$ cat config.mk
export PLATFORM = sky130hd
export DESIGN_NAME = lbc_fifo
export DESIGN_NICKNAME = d
export VERILOG_FILES = /design/src/lbc_pkg.sv /design/src/lbc_fifo.sv
export SDC_FILE = /design/constraint.sdc
export NUM_CORES = 1
export LEC_CHECK = 0
export BUFFER_PORTS_ARGS = -buffer_cell sky130_fd_sc_hd__buf_2
export CORE_MARGIN = 1
export CORE_UTILIZATION = 50
export DETAILED_ROUTE_END_ITERATION = 8
export HOLD_SLACK_MARGIN = 0.06
export PLACE_DENSITY = 0.74
export SYNTH_ARGS = -nofsm -noshare
export SYNTH_HDL_FRONTEND = slang
export SYNTH_SLANG_ARGS = --single-unit
export TNS_END_PERCENT = 50
$ cat constraint.sdc
create_clock -name clk -period 1.7 [get_ports clk]
set_clock_uncertainty 0.2 [all_clocks]
set_input_delay 0.17 -clock clk [delete_from_list [all_inputs] [get_ports clk]]
set_output_delay 0.17 -clock clk [all_outputs]
set_load 0.01 [all_outputs]
$ cat src/lbc_pkg.sv
// shared constants and types of the line clip core
`timescale 1ns / 1ps
package lbc_pkg;
  localparam int COORD_WIDTH_DEF = 16;
  localparam int FRAC_BITS_DEF   = 16;
  localparam int QUEUE_DEPTH     = 4;
  localparam int APB_ADDR_W      = 4;
  localparam int APB_DATA_W      = 32;
  localparam int WIN_LEFT_RST    = -40;
  localparam int WIN_BOTTOM_RST  = 40;
  localparam int WIN_RIGHT_RST   = 100;
  localparam int WIN_TOP_RST     = 150;

  typedef enum logic [1:0] {
    REG_LEFT   = 2'd0,
    REG_BOTTOM = 2'd1,
    REG_RIGHT  = 2'd2,
    REG_TOP    = 2'd3
  } reg_idx_t;
endpackage

$ cat src/lbc_fifo.sv
// short queue between front and back
`timescale 1ns / 1ps
module lbc_fifo #(
  parameter int W     = 8,
  parameter int DEPTH = lbc_pkg::QUEUE_DEPTH
) (
  input  logic         clk,
  input  logic         rst,
  input  logic         push,
  input  logic [W-1:0] din,
  output logic         full,
  input  logic         pop,
  output logic [W-1:0] dout,
  output logic         nonempty
);
  localparam int AW = $clog2(DEPTH);

  logic [W-1:0]  ent [DEPTH];
  logic [AW-1:0] wr_ptr, rd_ptr;
  logic [AW:0]   count;

  assign full     = (count == (AW+1)'(DEPTH));
  assign nonempty = (count != '0);
  assign dout     = ent[rd_ptr];

  always_ff @(posedge clk) begin
    if (push) begin
      ent[wr_ptr] <= din;
    end
  end

  always_ff @(posedge clk) begin
    if (rst) begin
      wr_ptr <= '0;
      rd_ptr <= '0;
      count  <= '0;
    end else begin
      if (push) wr_ptr <= wr_ptr + 1'b1;
      if (pop) rd_ptr <= rd_ptr + 1'b1;
      case ({push, pop})
        2'b10:   count <= count + 1'b1;
        2'b01:   count <= count - 1'b1;
        default: count <= count;
      endcase
    end
  end
endmodule

-- After elaboration in Yosys (flattened, before gate mapping)
Memory sizes are Yosys's and may differ from the RTL's. A register that Yosys moved wholly into a read port is not among the register bits.
Cells that the tools add are included.
- latch bits: 0
- ROM bits: 0
- memories: 1
- flip-flop bits (word level): 7
- bits of input ports: 12
- logic and storage cells: 18
- bits in writable memories: 32
- memory list (memory ; depth ; width ; read ports ; clocked after Yosys merged registers in ; write ports ; RTL line ; source):
    ent ; 4 ; 8 ; 1 ; 1 ; 1 ; lbc_fifo.sv:18 ; logic [W-1:0] ent [DEPTH];
- reductions and logical operators: 2
- divide/modulo/power cells: 0
- bitwise gates (word level): 0
- equal/unequal tests: 3
- multipliers: 0
- muxes and demuxes: 5
- add/subtract/negate cells: 4
- $lt $le $gt $ge: 0
- shift operators: 0
- operator list (operator ; number):
    $pmux 3 s2 ; 1
    $add 2x1->2 const B ; 2
    $mux 2 ; 2
    $add 3x1->3 const B ; 1
    $eq 3x3->1 const B ; 1
    $reduce_bool 3->1 ; 1
    $sub 3x1->3 const B ; 1
    $eq 2x1->1 const B ; 1
    $eq 2x2->1 const B ; 1
    $mux 1 ; 2
    $reduce_bool 2->1 ; 1

-- Logic depth before layout (Yosys ltp)
- word-level depth: 3
- mapped depth: 6
- depth with buffers taken out: 6

-- Least setup slack after synthesis
Ideal clock, no wire load.
- path type: input -> register
- from: input push
- to: register count[2]
- setup slack: 0.097 ns
- setup time: 0.070 ns
- stages on the path: 6
- buffers on the path: 0
- arrival: 1.333 ns
- cells stage by stage: inv_1 -> ha_1 -> fa_1 -> xnor2_1 -> or3_1 -> a21oi_1
- word-level cells in the longest chain between the ends: 2
- elaborated cells on any way between the ends: 4
- ends and longest elaborated chain (item ; RTL line ; source):
    start: declaration ; lbc_fifo.sv:9 ; input logic push,
    $eq 2x1->1 or $eq 2x2->1 (tied branches) ; lbc_fifo.sv:40 ; case ({push, pop})
    $pmux 3 s2 or $reduce_bool 2->1 (tied branches) ; - ;
    end signal: assignment ; lbc_fifo.sv:41 ; 2'b10: count <= count + 1'b1;
    end signal: assignment ; lbc_fifo.sv:42 ; 2'b01: count <= count - 1'b1;
    end signal: assignment ; lbc_fifo.sv:43 ; default: count <= count;
    end: declaration ; lbc_fifo.sv:20 ; logic [AW:0] count;
Several ways; a longest one is shown, not always the timed one.
A chain may end at the register's enable or synchronous reset.

==> flow_results.xml <==
<?xml version="1.0" encoding="UTF-8"?>
<metrics>
  <group name="run_status">
    <metric name="run_status" unit="">finished with violations</metric>
    <metric name="violations" unit="">negative setup slack</metric>
  </group>
  <group name="critical_path">
    <metric name="path_cells" unit="">buf_12 -&gt; mux4_2 -&gt; buf_6</metric>
    <metric name="path_class" unit="">register to primary output</metric>
    <metric name="r2r_start" unit="">count[0]$_SDFFE_PP0P_</metric>
    <metric name="timing.critical_path.fanout_max" unit="">8</metric>
    <metric name="critical_path_start_type" unit="">register</metric>
    <metric name="critical_path_required" unit="ns">1.33</metric>
    <metric name="critical_path_arrival" unit="ns">1.48</metric>
    <metric name="slowest_delay" unit="ns">0.52</metric>
    <metric name="critical-path-slowest-cell" unit="">mux4_2</metric>
    <metric name="worst_setup_path_end_kind" unit="">primary output</metric>
  </group>
  <group name="route">
    <metric name="detail_route.vias_per_cell" unit="">4.801</metric>
    <metric name="drt_first_iter_violations" unit="">21</metric>
    <metric name="postRouteWirelength" unit="um">2358</metric>
    <metric name="firstDrtPassIters" unit="">5</metric>
    <metric name="route.vias.total" unit="">845</metric>
    <metric name="wl_per_cell" unit="um">13.40</metric>
    <metric name="drt_drc_violations_left" unit="">0</metric>
    <metric name="route.antenna.remaining_nets" unit="">0</metric>
  </group>
  <group name="synthesis">
    <metric name="synth_seq_area_share" unit="%">72.04</metric>
    <metric name="synthTopCellsByCount" unit="">32 x edfxtp_1, 9 x dfxtp_1, 8 x mux4_2, 7 x nor2_1, 5 x ha_1</metric>
    <metric name="main_combinational_cell_family_by_area_after_synthesis" unit="">multiplexers</metric>
    <metric name="synth_area" unit="mm2">0.001584</metric>
    <metric name="ys_ff_latch" unit="">41</metric>
    <metric name="post_synth_fa_ha_maj_area_fraction" unit="%">5.213</metric>
    <metric name="yosysUniqueCellTypes" unit="">19</metric>
    <metric name="synthesis.area_per_instance" unit="um2">18.64</metric>
    <metric name="yosys-mux-area-fraction" unit="%">12.64</metric>
    <metric name="synth.yosys.warnings" unit="">0</metric>
    <metric name="post_synthesis_share_of_cell_area_spent_on_xor_and_xnor_gates" unit="%">2.765</metric>
    <metric name="postSynthNetCount" unit="">103</metric>
    <metric name="ys_dominant_reg_cell" unit="">edfxtp_1</metric>
    <metric name="synth_top_cell_by_area" unit="">edfxtp_1</metric>
    <metric name="yosys.cell_count.top_type" unit="">edfxtp_1</metric>
    <metric name="top_cell_type_s_share_of_synthesized_area" unit="%">60.66</metric>
    <metric name="synth_compound_area_share" unit="%">0.6319</metric>
    <metric name="async_flop_share" unit="%">0</metric>
    <metric name="synth-edff-count" unit="">32</metric>
    <metric name="yosys.area_share.simple" unit="%">4.739</metric>
    <metric name="synth_top_cells_by_area" unit="">edfxtp_1 61%, dfxtp_1 11%, mux4_2 11%, ha_1 3.9%, nor2_1 1.7%</metric>
    <metric name="cells_after_synthesis" unit="">85</metric>
  </group>
  <group name="sta">
    <metric name="timing.final.crit_period" unit="ns">1.851</metric>
    <metric name="final_number_of_max_transition_violations" unit="">0</metric>
    <metric name="fmax" unit="GHz">0.5404</metric>
    <metric name="max_slew.worst_pin.slew" unit="ns">0.3880</metric>
    <metric name="hold_violations_final" unit="">0</metric>
    <metric name="finalWorstSetupSlack" unit="ns">-0.1506</metric>
    <metric name="unrepaired_setup_endpoints_after_global_routing" unit="">yes</metric>
    <metric name="max_slew_headroom" unit="%">74.09</metric>
    <metric name="finalSetupViolations" unit="">8</metric>
    <metric name="timing.final.crit_share" unit="%">108.9</metric>
  </group>
  <group name="floorplan">
    <metric name="top_level_ports" unit="">22</metric>
    <metric name="design.core.area" unit="mm2">0.003028</metric>
    <metric name="initial_utilization" unit="%">52.31</metric>
    <metric name="std_cell_rows" unit="">20</metric>
    <metric name="die_area" unit="mm2">0.003397</metric>
    <metric name="fp.dieW" unit="um">58.29</metric>
    <metric name="die_h" unit="um">58.29</metric>
  </group>
  <group name="clock_network">
    <metric name="postCtsSetupRepairBufs" unit="">0</metric>
    <metric name="clock_insertion_delay_worst_skew" unit="ns">0.33</metric>
    <metric name="cts_tree" unit="">yes</metric>
    <metric name="cts_num_sinks" unit="">41</metric>
    <metric name="htree_num_levels" unit="">2</metric>
    <metric name="clock_tree.root_cell" unit="">clkbuf_4</metric>
    <metric name="cts_inserted_buffers" unit="">5</metric>
    <metric name="clk_pin_slew_worst_paths" unit="ns">0.11</metric>
    <metric name="clockBufferDepth" unit="">2</metric>
  </group>
  <group name="placement">
    <metric name="pre_cts_ws" unit="ns">-0.06224</metric>
    <metric name="post-dp-hpwl" unit="um">1650</metric>
    <metric name="placement.io_buffers" unit="">21</metric>
    <metric name="dp_cells" unit="">157</metric>
    <metric name="gp_congestion" unit="">0.6191</metric>
    <metric name="dpl-instance-area" unit="mm2">0.001812</metric>
  </group>
  <group name="global_routing">
    <metric name="initial_antenna_violation_count" unit="">0</metric>
    <metric name="grt_usage" unit="%">17.25</metric>
    <metric name="gr-total-overflow" unit="">0</metric>
    <metric name="grt_pass1_wl" unit="um">3995</metric>
    <metric name="grt_start_max_net_pins" unit="">13</metric>
    <metric name="vias_in_the_first_global_route" unit="">884</metric>
  </group>
  <group name="worst_hold_path">
    <metric name="hold_path.class" unit="">primary input to register</metric>
    <metric name="hp-start" unit="">pop</metric>
  </group>
  <group name="run">
    <metric name="drv.max_cap_violation_count" unit="">0</metric>
  </group>
  <group name="final_layout">
    <metric name="antenna_cells_inserted" unit="">0</metric>
    <metric name="final_layout_size_suffix_gt1_share" unit="%">35.61</metric>
    <metric name="final_cells" unit="">176</metric>
    <metric name="num-nets-final" unit="">149</metric>
    <metric name="fillerInstances" unit="">232</metric>
    <metric name="area_overhead_of_the_layout_relative_to_synthesis" unit="%">27.41</metric>
    <metric name="final_area" unit="mm2">0.002018</metric>
  </group>
  <group name="power_and_ir_drop">
    <metric name="cellPowerDensity" unit="mW/mm2">953.7</metric>
    <metric name="p_leak" unit="uW">0.0007619</metric>
    <metric name="vdd_ir_drop_max" unit="uV">569.4</metric>
    <metric name="post-layout-total-power" unit="uW">1925</metric>
  </group>
</metrics>
## critical path, delay by kind of cell (launching register included)
family	cells	cell delay (ns)
DFF	1	0.35
buffers and inverters	2	0.27
muxes	1	0.52
## layout make-up
type / instances / area [um2] / share of cell area (%)
Clock buffer: 5 / 37.54 / 1.860
Clock inverter: 3 / 12.51 / 0.6200
Inverter: 3 / 11.26 / 0.5580
Multi-Input combinational cell: 38 / 411.6 / 20.40
Sequential cell: 41 / 1144 / 56.66
Tap cell: 44 / 55.05 / 2.728
Timing Repair Buffer: 42 / 346.6 / 17.17
## logic make-up after synthesis
logic type | count (synthesis)
xor+xnor | 5
simple gates | 15
mux | 10
flops | 41
buf+inv | 6
compound gates | 2
fa+ha+maj | 6
## repair_timing
action	4_1_cts	5_1_grt
endpoints found under the hold margin	41	0
gates resized for setup	2	7
hold buffers	11	0
endpoints found under the setup margin	8	9
pin swaps	0	0
## metal layers
metal	GRT usage [%]	up-vias	part of all wire [%]	wire length (um)
met5	0	-	0	0
met4	8.163	0	2.0	48
met3	6.920	7	4.2	99
met2	29.23	15	51	1211
met1	18.94	411	42	999
li1	-	412	-	-
## path summary, 6_finish.rpt
check,to,slack [ns],cells after the start
worst min-delay path,count[0]$_SDFFE_PP0P_,0.11,4
worst max-delay path,dout[6],-0.15,3
worst max register to register,count[2]$_SDFFE_PP0P_,0.07,4
worst min register to register,count[2]$_SDFFE_PP0P_,0.31,2
## sequential cells by signal, summed over array words and instances (netlist names), named ones only
register / count
wr_ptr: 2
count: 3
ent: 32
rd_ptr: 2
## per-stage QoR
step / TNS (ns) / util (%) / hold WS, ns
floorplan: 0 / - / 0.06887
global placement: -0.007269 / 59.83 / 0.1810
finish: -1.099 / 66.65 / 0.1112
CTS: -1.282 / 65.37 / 0.09850
global route: -1.669 / 66.65 / 0.1353
detailed placement: -0.06224 / 59.83 / 0.1860
## power breakdown
| group | internal (uW) | switching, uW |
|---|---|---|
| clock network | 150 | 283 |
| logic | 185 | 129 |
| registers | 1140 | 35.5 |
| total | 1480 | 447 |
## cell usage in the layout, fill, tap and decap left out, drive strengths merged
cell / instances
a21oi: 1
and2: 4
buf: 31
clkbuf: 5
clkinv: 3
dfxtp: 9
dlygate4sd3: 11
edfxtp: 32
fa: 1
ha: 5
inv: 3
mux2i: 2
mux4: 8
nand2: 1
nor2: 7
nor3b: 1
o21ai: 1
or3: 2
xnor2: 3
xor2: 2
Note: power is estimated with default switching activity, not from simulation.
