### config.mk
export PLATFORM = sky130hd
export DESIGN_NAME = lbc_front
export DESIGN_NICKNAME = d
export VERILOG_FILES = /design/src/lbc_pkg.sv /design/src/lbc_front.sv
export SDC_FILE = /design/constraint.sdc
export NUM_CORES = 1
export LEC_CHECK = 0
export ABC_AREA = 1
export BUFFER_PORTS_ARGS = -buffer_cell sky130_fd_sc_hd__buf_2
export CORE_ASPECT_RATIO = 1.1
export CORE_MARGIN = 2
export CORE_UTILIZATION = 40
export DETAILED_ROUTE_END_ITERATION = 8
export PLACE_DENSITY = 0.68
export SYNTH_ARGS = -nofsm -noshare
export SYNTH_HDL_FRONTEND = slang
export SYNTH_SLANG_ARGS = --single-unit
### constraint.sdc
create_clock -name vclk -period 2.8
set_input_delay 0.14 -clock vclk [all_inputs]
set_output_delay 0.14 -clock vclk [all_outputs]
set_load 0.01 [all_outputs]
### src/lbc_pkg.sv
// shared constants and types of the line clip core
`timescale 1ns / 1ps
package lbc_pkg;
  localparam int COORD_WIDTH_DEF = 16;
  localparam int FRAC_BITS_DEF   = 16;
  localparam int QUEUE_DEPTH     = 4;
  localparam int APB_ADDR_W      = 4;
  localparam int APB_DATA_W      = 32;
  localparam int WIN_LEFT_RST    = -40;
  localparam int WIN_BOTTOM_RST  = 40;
  localparam int WIN_RIGHT_RST   = 100;
  localparam int WIN_TOP_RST     = 150;

  typedef enum logic [1:0] {
    REG_LEFT   = 2'd0,
    REG_BOTTOM = 2'd1,
    REG_RIGHT  = 2'd2,
    REG_TOP    = 2'd3
  } reg_idx_t;
endpackage

### src/lbc_front.sv
// front end: edge deltas, boundary distances and parallel-edge rejection
`timescale 1ns / 1ps
module lbc_front #(
  parameter int CW = lbc_pkg::COORD_WIDTH_DEF
) (
  input  logic signed [CW-1:0] x0,
  input  logic signed [CW-1:0] y0,
  input  logic signed [CW-1:0] x1,
  input  logic signed [CW-1:0] y1,
  input  logic signed [CW-1:0] win_left,
  input  logic signed [CW-1:0] win_bottom,
  input  logic signed [CW-1:0] win_right,
  input  logic signed [CW-1:0] win_top,
  output logic [1+2*CW+6*(CW+1)-1:0] entry
);
  localparam int DW = CW + 1;

  logic signed [DW-1:0] dx, dy, q0, q1, q2, q3;
  logic par_rej;

  assign dx = DW'(x1) - DW'(x0);
  assign dy = DW'(y1) - DW'(y0);
  assign q0 = DW'(x0) - DW'(win_left);
  assign q1 = DW'(win_right) - DW'(x0);
  assign q2 = DW'(y0) - DW'(win_bottom);
  assign q3 = DW'(win_top) - DW'(y0);

  // parallel edge lying outside its boundary
  assign par_rej = ((dx == '0) && (q0 < 0 || q1 < 0)) ||
                   ((dy == '0) && (q2 < 0 || q3 < 0));

  assign entry = {par_rej, x0, y0, dx, dy, q3, q2, q1, q0};
endmodule

# --- Word level (Yosys, flattened, before mapping) ---
# Cells that the tools add are included.
# Widths: inputs -> output; s select.
word_totals:
  regBits: 0
  inputBits: 128
  output_inout_bits: 135
  word_cells: 17
classes:
  add_sub_neg: 6
  n_lt_le_gt_ge: 4
  n_reduce_logical: 7
ops:
  columns: ["op", "n"]
  rows:
  - ["$sub 16x16->17", 6]
  - ["$lt 17x1->1 const B", 4]
  - ["$logic_not 17->1", 2]
  - ["$logic_or 1x1->1", 3]
  - ["$logic_and 1x1->1", 2]

# --- Depth between registers and ports, before layout ---
# Gate-level depths: netlist (run 1).
depth:
  depth_word: 5
  mapped_depth: 18
  ltp_nobuf: 17

# --- Worst setup path after synthesis (run 1) ---
# Ideal clock, no wire load.
synth_path:
  path_type: "input -> output"
  startpoint: "input win_top[0]"
  endpoint: "output entry[134]"
  arrival_time_ns: 1.747
  required_time_ns: 2.660
  setup_slack_ns: 0.913
  path_stages: 15
  path_buffers: 1
  cell_sequence: "inv_1 -> ha_1 -> fa_1 -> nand3b_1 -> nand2_1 -> nand2_1 -> nand3_1 -> nand3_1 -> nand2_1 -> nand2_1 -> nand2_1 -> nand2_1 -> nand4_1 -> nand2_1 -> buf_4"
synth_via:
  elab_chain_cells: 5
synth_lines:
  columns: ["item", "line", "source"]
  rows:
  - ["from (decl)", "lbc_front.sv:13", "input logic signed [CW-1:0] win_top,"]
  - ["$sub 16x16->17", "lbc_front.sv:26", "assign q3 = DW'(win_top) - DW'(y0);"]
  - ["$lt 17x1->1", "lbc_front.sv:30", "((dy == '0) && (q2 < 0 || q3 < 0));"]
  - ["$logic_or 1x1->1", "lbc_front.sv:30", null]
  - ["$logic_and 1x1->1", "lbc_front.sv:30", null]
  - ["$logic_or 1x1->1", "lbc_front.sv:29", "assign par_rej = ((dx == '0) && (q0 < 0 || q1 < 0)) ||"]
  - ["to (decl)", "lbc_front.sv:14", "output logic [1+2*CW+6*(CW+1)-1:0] entry"]
# No other way between the ends.

# --- Worst setup path after layout (run 1) ---
layout_path:
  startpoint: "input x0[0]"
  endpoint: "output entry[134]"
layout_via:
  elab_chain_cells: 5
  elab_cells_between_ends: 9
  cone_classes: "add/sub: 3; order compare: 2; reduce/logical: 4"
layout_lines:
  columns: ["item", "line", "source"]
  rows:
  - ["from (decl)", "lbc_front.sv:6", "input logic signed [CW-1:0] x0,"]
  - ["$sub 16x16->17, on equally long branches", "lbc_front.sv:23, lbc_front.sv:24", null]
  - ["$lt 17x1->1", "lbc_front.sv:29", null]
  - ["$logic_or 1x1->1", "lbc_front.sv:29", null]
  - ["$logic_and 1x1->1 *", "lbc_front.sv:29", null]
  - ["$logic_or 1x1->1 *", "lbc_front.sv:29", null]
# Every way passes the cells marked *; elsewhere a longest branch is shown, timed or not.

==> results of run 1 <==
-- metal layers --
layer / vias to the layer above / global-route usage (%) / part of all wire (%)
li1: 3551 / - / -
met1: 2870 / 22.80 / 40
met2: 220 / 43.16 / 49
met3: 46 / 3.593 / 7.0
met4: 2 / 6.583 / 3.6
met5: - / 0 / 0.077
-- how the worst max path moves through the flow --
stage,endpoint,slack (ps),cells past startpoint
5_1_grt,entry[134],290,17
3_5_place_dp,entry[134],490,17
6_report,entry[134],520,17
3_3_place_gp,entry[134],520,17
2_1_floorplan,entry[134],910,15
4_1_cts,entry[134],480,17
-- layout make-up --
| type | instances | share of cell area [%] |
|---|---|---|
| repair buffers | 263 | 19.18 |
| well taps | 188 | 3.428 |
| inverters | 214 | 11.70 |
| diodes | 1 | 0.03646 |
| multi-input cells | 739 | 65.65 |
-- worst max-delay path: stages --
cell	delay (ps)
buf_2	130
ha_1	220
fa_1	400
inv_1	90
nand3_1	100
nand2_2	110
nand2_1	80
nand2_1	100
nand2_1	60
nand2_1	70
nand2_1	60
nor2_1	100
nand2_1	60
nor2_1	120
nand4_1	90
nand2_1	80
buf_2	120
-- Yosys cell counts, types with 12 or more instances --
master    number
nand3b_1      12
nand3_1       60
ha_1          96
inv_1        213
nor2_1        67
o21ai_0       13
a21oi_1       60
xnor2_1       18
xor2_1        43
buf_4         33
nand2_1      281
nand4_1       12
-- per-stage QoR --
stage | cell area, um^2 | setup WS [ps]
floorplan | 5568 | 912.8
detailed placement | 6860 | 490.6
global placement | 6860 | 524.6
global route | 6863 | 291.2
CTS | 6860 | 484.3
finish | 6863 | 524.8
-- where the power goes --
group          switching [W]     internal [W]  leakage (nW)
logic                0.00108         0.000720          4.48
registers                  0                0             0
clock network              0  0.0000000000479    0.00000634
-- cell families (layout without fill, tap and decap cells) --
logic type	after synthesis	in the layout	share of synthesized area, %
simple gates	455	455	34.43
fa+ha+maj	102	102	23.73
other cells	0	1	0
xor+xnor	61	61	9.595
buf+inv	248	477	19.08
compound gates	121	121	13.17
==> impl_metrics.tcl, run 1 <==
set metrics [dict create \
    final.setup.tns_ps 0 \
    overflow 0 \
    rsz0062_at_grt "false" \
    finalHoldViolCount 0 \
    grt_pass1_wl_um 26920 \
    synthDominantCellAreaShare_pct 21.57 \
    nNetsFinal 1448 \
    critPathMaxFanout 4 \
    mostFrequentLayoutCell "nand2_1" \
    dieArea_um2 14880 \
    max_freq_ghz 0.4395 \
    min_period_over_period_pct 81.26 \
    hold_buffers 0 \
    die_w_um 116.5 \
    synthCells 987 \
    setup_viol 0 \
    total_power_w 0.001795 \
    end_kind "output port" \
    hpwl_um 15600 \
    core_area_um2 13680 \
    avgSynthCellArea_um2 5.641 \
    power_density_nw_per_um2 261.6 \
    wl_um 16910 \
    antenna_found_initial 2 \
    antenna_left 0 \
    hp-start "y0[12]" \
    nFlopsAndLatches 0 \
    port_buffers 263 \
    grt_pass1_vias 6321 \
    synth_top_cell_by_area "ha_1" \
    min_period_ps 2275 \
    start_util_pct 40.70 \
    seq_area_um2 0 \
    grt_usage_pct 21.75 \
    maxSlewHeadroom_pct 72.02 \
    grt_max_degree 8 \
    drc 0 \
    dp_cells 1404 \
    synth_cell_types 34 \
    io_pins 263 \
    netlist_area_um2 5568 \
    slew_viol_final 0 \
    worstPathArrival_ps 2140 \
    postCtsSetupBuffers 0 \
    postLayoutCoreUtil_pct 50.16 \
    drtIter0Drc 268 \
    gp_congestion 0.9671 \
    yosys-top-cells-area "ha_1 (22%), nand2_1 (19%), inv_1 (14%), xor2_1 (6.8%), a21oi_1 (5.4%)" \
    syn_nets 1217 \
    worstMarginPinSlew_ps 416.5 \
    first_pass_iters 4 \
    n_fill_cell 1556 \
    ir_worst_vdd_uv 118.1 \
    required_ps 2660 \
    multiInputGateArea_um2 4506 \
    path_class "in2out" \
    hold_end "entry[114]" \
    layout-drive-gt1-share_pct 23.44 \
    outcome "finished clean" \
    crit_path_start "x0[0]" \
    dr_total_vias 6689 \
    fin_cells 1405 \
    clkbuf_count 0 \
    ctsResizeCount 0 \
    ys_seq_area_share_pct 0 \
    final_cell_mix "nand2_1 (281), buf_2 (263), inv_1 (213)" \
    cap_violations 0 \
    via_per_inst 4.761 \
    hold_depth 2 \
    p_leak_nw 4.485 \
    yosysWarnings 0 \
    rows 45 \
    die_h_um 127.7 \
    worst_hold_slack_ps 499.6 \
    wire_per_inst_um 12.04 \
    area.growth.synth_to_final_pct 23.26 \
    start_kind "primary input" \
    hp-class "in2out" \
]
Note: power is estimated with default switching activity, not from simulation.
==> inputs of run 2 (changes only) <==
==> constraint.sdc (replaced) <==
create_clock -name vclk -period 2.26
set_input_delay 0.113 -clock vclk [all_inputs]
set_output_delay 0.113 -clock vclk [all_outputs]
set_load 0.01 [all_outputs]
==> impl_metrics.tcl, run 2 (synthesis gave the netlist of run 1 again) <==
set metrics [dict create \
    end_kind "output port" \
    seq_area_um2 0 \
    first_pass_iters 6 \
    max_freq_ghz 0.4705 \
    hold_depth 2 \
    gp_congestion 0.9367 \
    required_ps 2150 \
    port_buffers 263 \
    dieArea_um2 14880 \
    via_per_inst 4.755 \
    p_leak_nw 4.503 \
    start_kind "primary input" \
    min_period_ps 2125 \
    die_h_um 127.7 \
    critPathMaxFanout 4 \
    wire_per_inst_um 12.32 \
    nFlopsAndLatches 0 \
    hp-class "in2out" \
    hpwl_um 15750 \
    drtIter0Drc 255 \
    dr_total_vias 6710 \
    die_w_um 116.5 \
    min_period_over_period_pct 94.04 \
    finalHoldViolCount 0 \
    layout-drive-gt1-share_pct 25.66 \
    grt_pass1_vias 6325 \
    hp-start "y0[15]" \
    grt_max_degree 8 \
    core_area_um2 13680 \
    total_power_w 0.002284 \
    setup_viol 0 \
    rows 45 \
    fin_area_um2 6985 \
    maxSlewHeadroom_pct 73.80 \
    slew_viol_final 0 \
    antenna_found_initial 2 \
    drc 0 \
    antenna_left 0 \
    overflow 0 \
    worstPathArrival_ps 2010 \
    wl_um 17380 \
    hold_end "entry[117]" \
    postPlaceCellArea_um2 6890 \
    nNetsFinal 1452 \
    rsz0062_at_grt "true" \
    start_util_pct 40.70 \
    grt_pass1_wl_um 26920 \
    area.growth.synth_to_final_pct 25.46 \
    worstMarginPinSlew_ps 390.0 \
    clkbuf_count 0 \
    io_pins 263 \
    outcome "finished clean" \
    path_class "in2out" \
    mostFrequentLayoutCell "nand2_1" \
    n_fill_cell 1559 \
    postCtsSetupBuffers 0 \
    power_density_nw_per_um2 326.9 \
    final_cell_mix "nand2_1 (275), buf_2 (262), inv_1 (211)" \
    grt_usage_pct 21.84 \
    cap_violations 0 \
    ir_worst_vdd_uv 150.0 \
]
==> run 2: cell types whose count changed in the layout (fill, tap and decap cells not counted), sizes merged <==
| cell | change |
|---|---|
| diode | +2 |
| buf | +4 |
==> run 2: worst max-delay path by stage <==
stage               start          to  slack, ps  cells after the start
6_report            x0[0]  entry[134]        130                     15
5_1_grt             x0[2]  entry[134]        -20                     19
4_1_cts             y0[0]  entry[134]          7                     17
3_5_place_dp        y0[0]  entry[134]         20                     17
3_3_place_gp        y0[0]  entry[134]         60                     17
2_1_floorplan  win_top[0]  entry[134]        430                     15
==> run 2: repair_timing <==
item	in CTS	in global routing
resized for setup	0	28
hold buffers	0	0
endpoints found under the setup margin	0	4
==> run 2: final cells by class <==
class / instances / area (um^2) / area share (%)
Antenna cell: 3 / 7.507 / 0.1075
Multi-Input combinational cell: 739 / 4587 / 65.66
Tap cell: 188 / 235.2 / 3.367
Inverter: 214 / 803.3 / 11.50
Timing Repair Buffer: 267 / 1353 / 19.36
==> run 2: power breakdown <==
group	switching (W)	internal, W
Combinational	0.00137	0.000917
Sequential	0	0
Clock	0	0.000000000178
Total	0.00137	0.000917
==> run 2: metrics by stage <==
stage | instances | util, % | hold WS [ps] | setup WS (ps) | setup TNS (ps)
4_1_cts | 1408 | 50.36 | 447.1 | 7.122 | 0
3_3_place_gp | 1408 | 50.36 | 449.1 | 64.92 | 0
2_1_floorplan | 987 | - | 317.8 | 426.8 | 0
6_report | 1411 | 51.06 | 444.0 | 134.8 | 0
3_5_place_dp | 1408 | 50.36 | 446.8 | 20.54 | 0
5_1_grt | 1410 | 51.04 | 456.6 | -17.04 | -17.04
==> run 2: metal layers <==
layer | global-route usage, % | routed length, um | share of wire, % | vias to the layer above
met4 | 4.622 | 441 | 2.5 | 0
met1 | 22.69 | 7075 | 41 | 2887
met5 | 0 | 0 | 0 | -
met2 | 44.36 | 8698 | 50 | 215
li1 | - | - | - | 3574
met3 | 3.877 | 1161 | 6.7 | 34
==> run 2: worst max-delay path, stage by stage <==
cell      delay, ps
buf_2           140
ha_1            240
fa_1            400
nand3b_1        170
nand2_1         130
nand2_1          80
nand2_2         110
nand3_1         100
nand2_1          70
nand2_1          40
nand2_1          70
nand2_1          80
nand4_1          90
nand2_1          60
buf_6           120
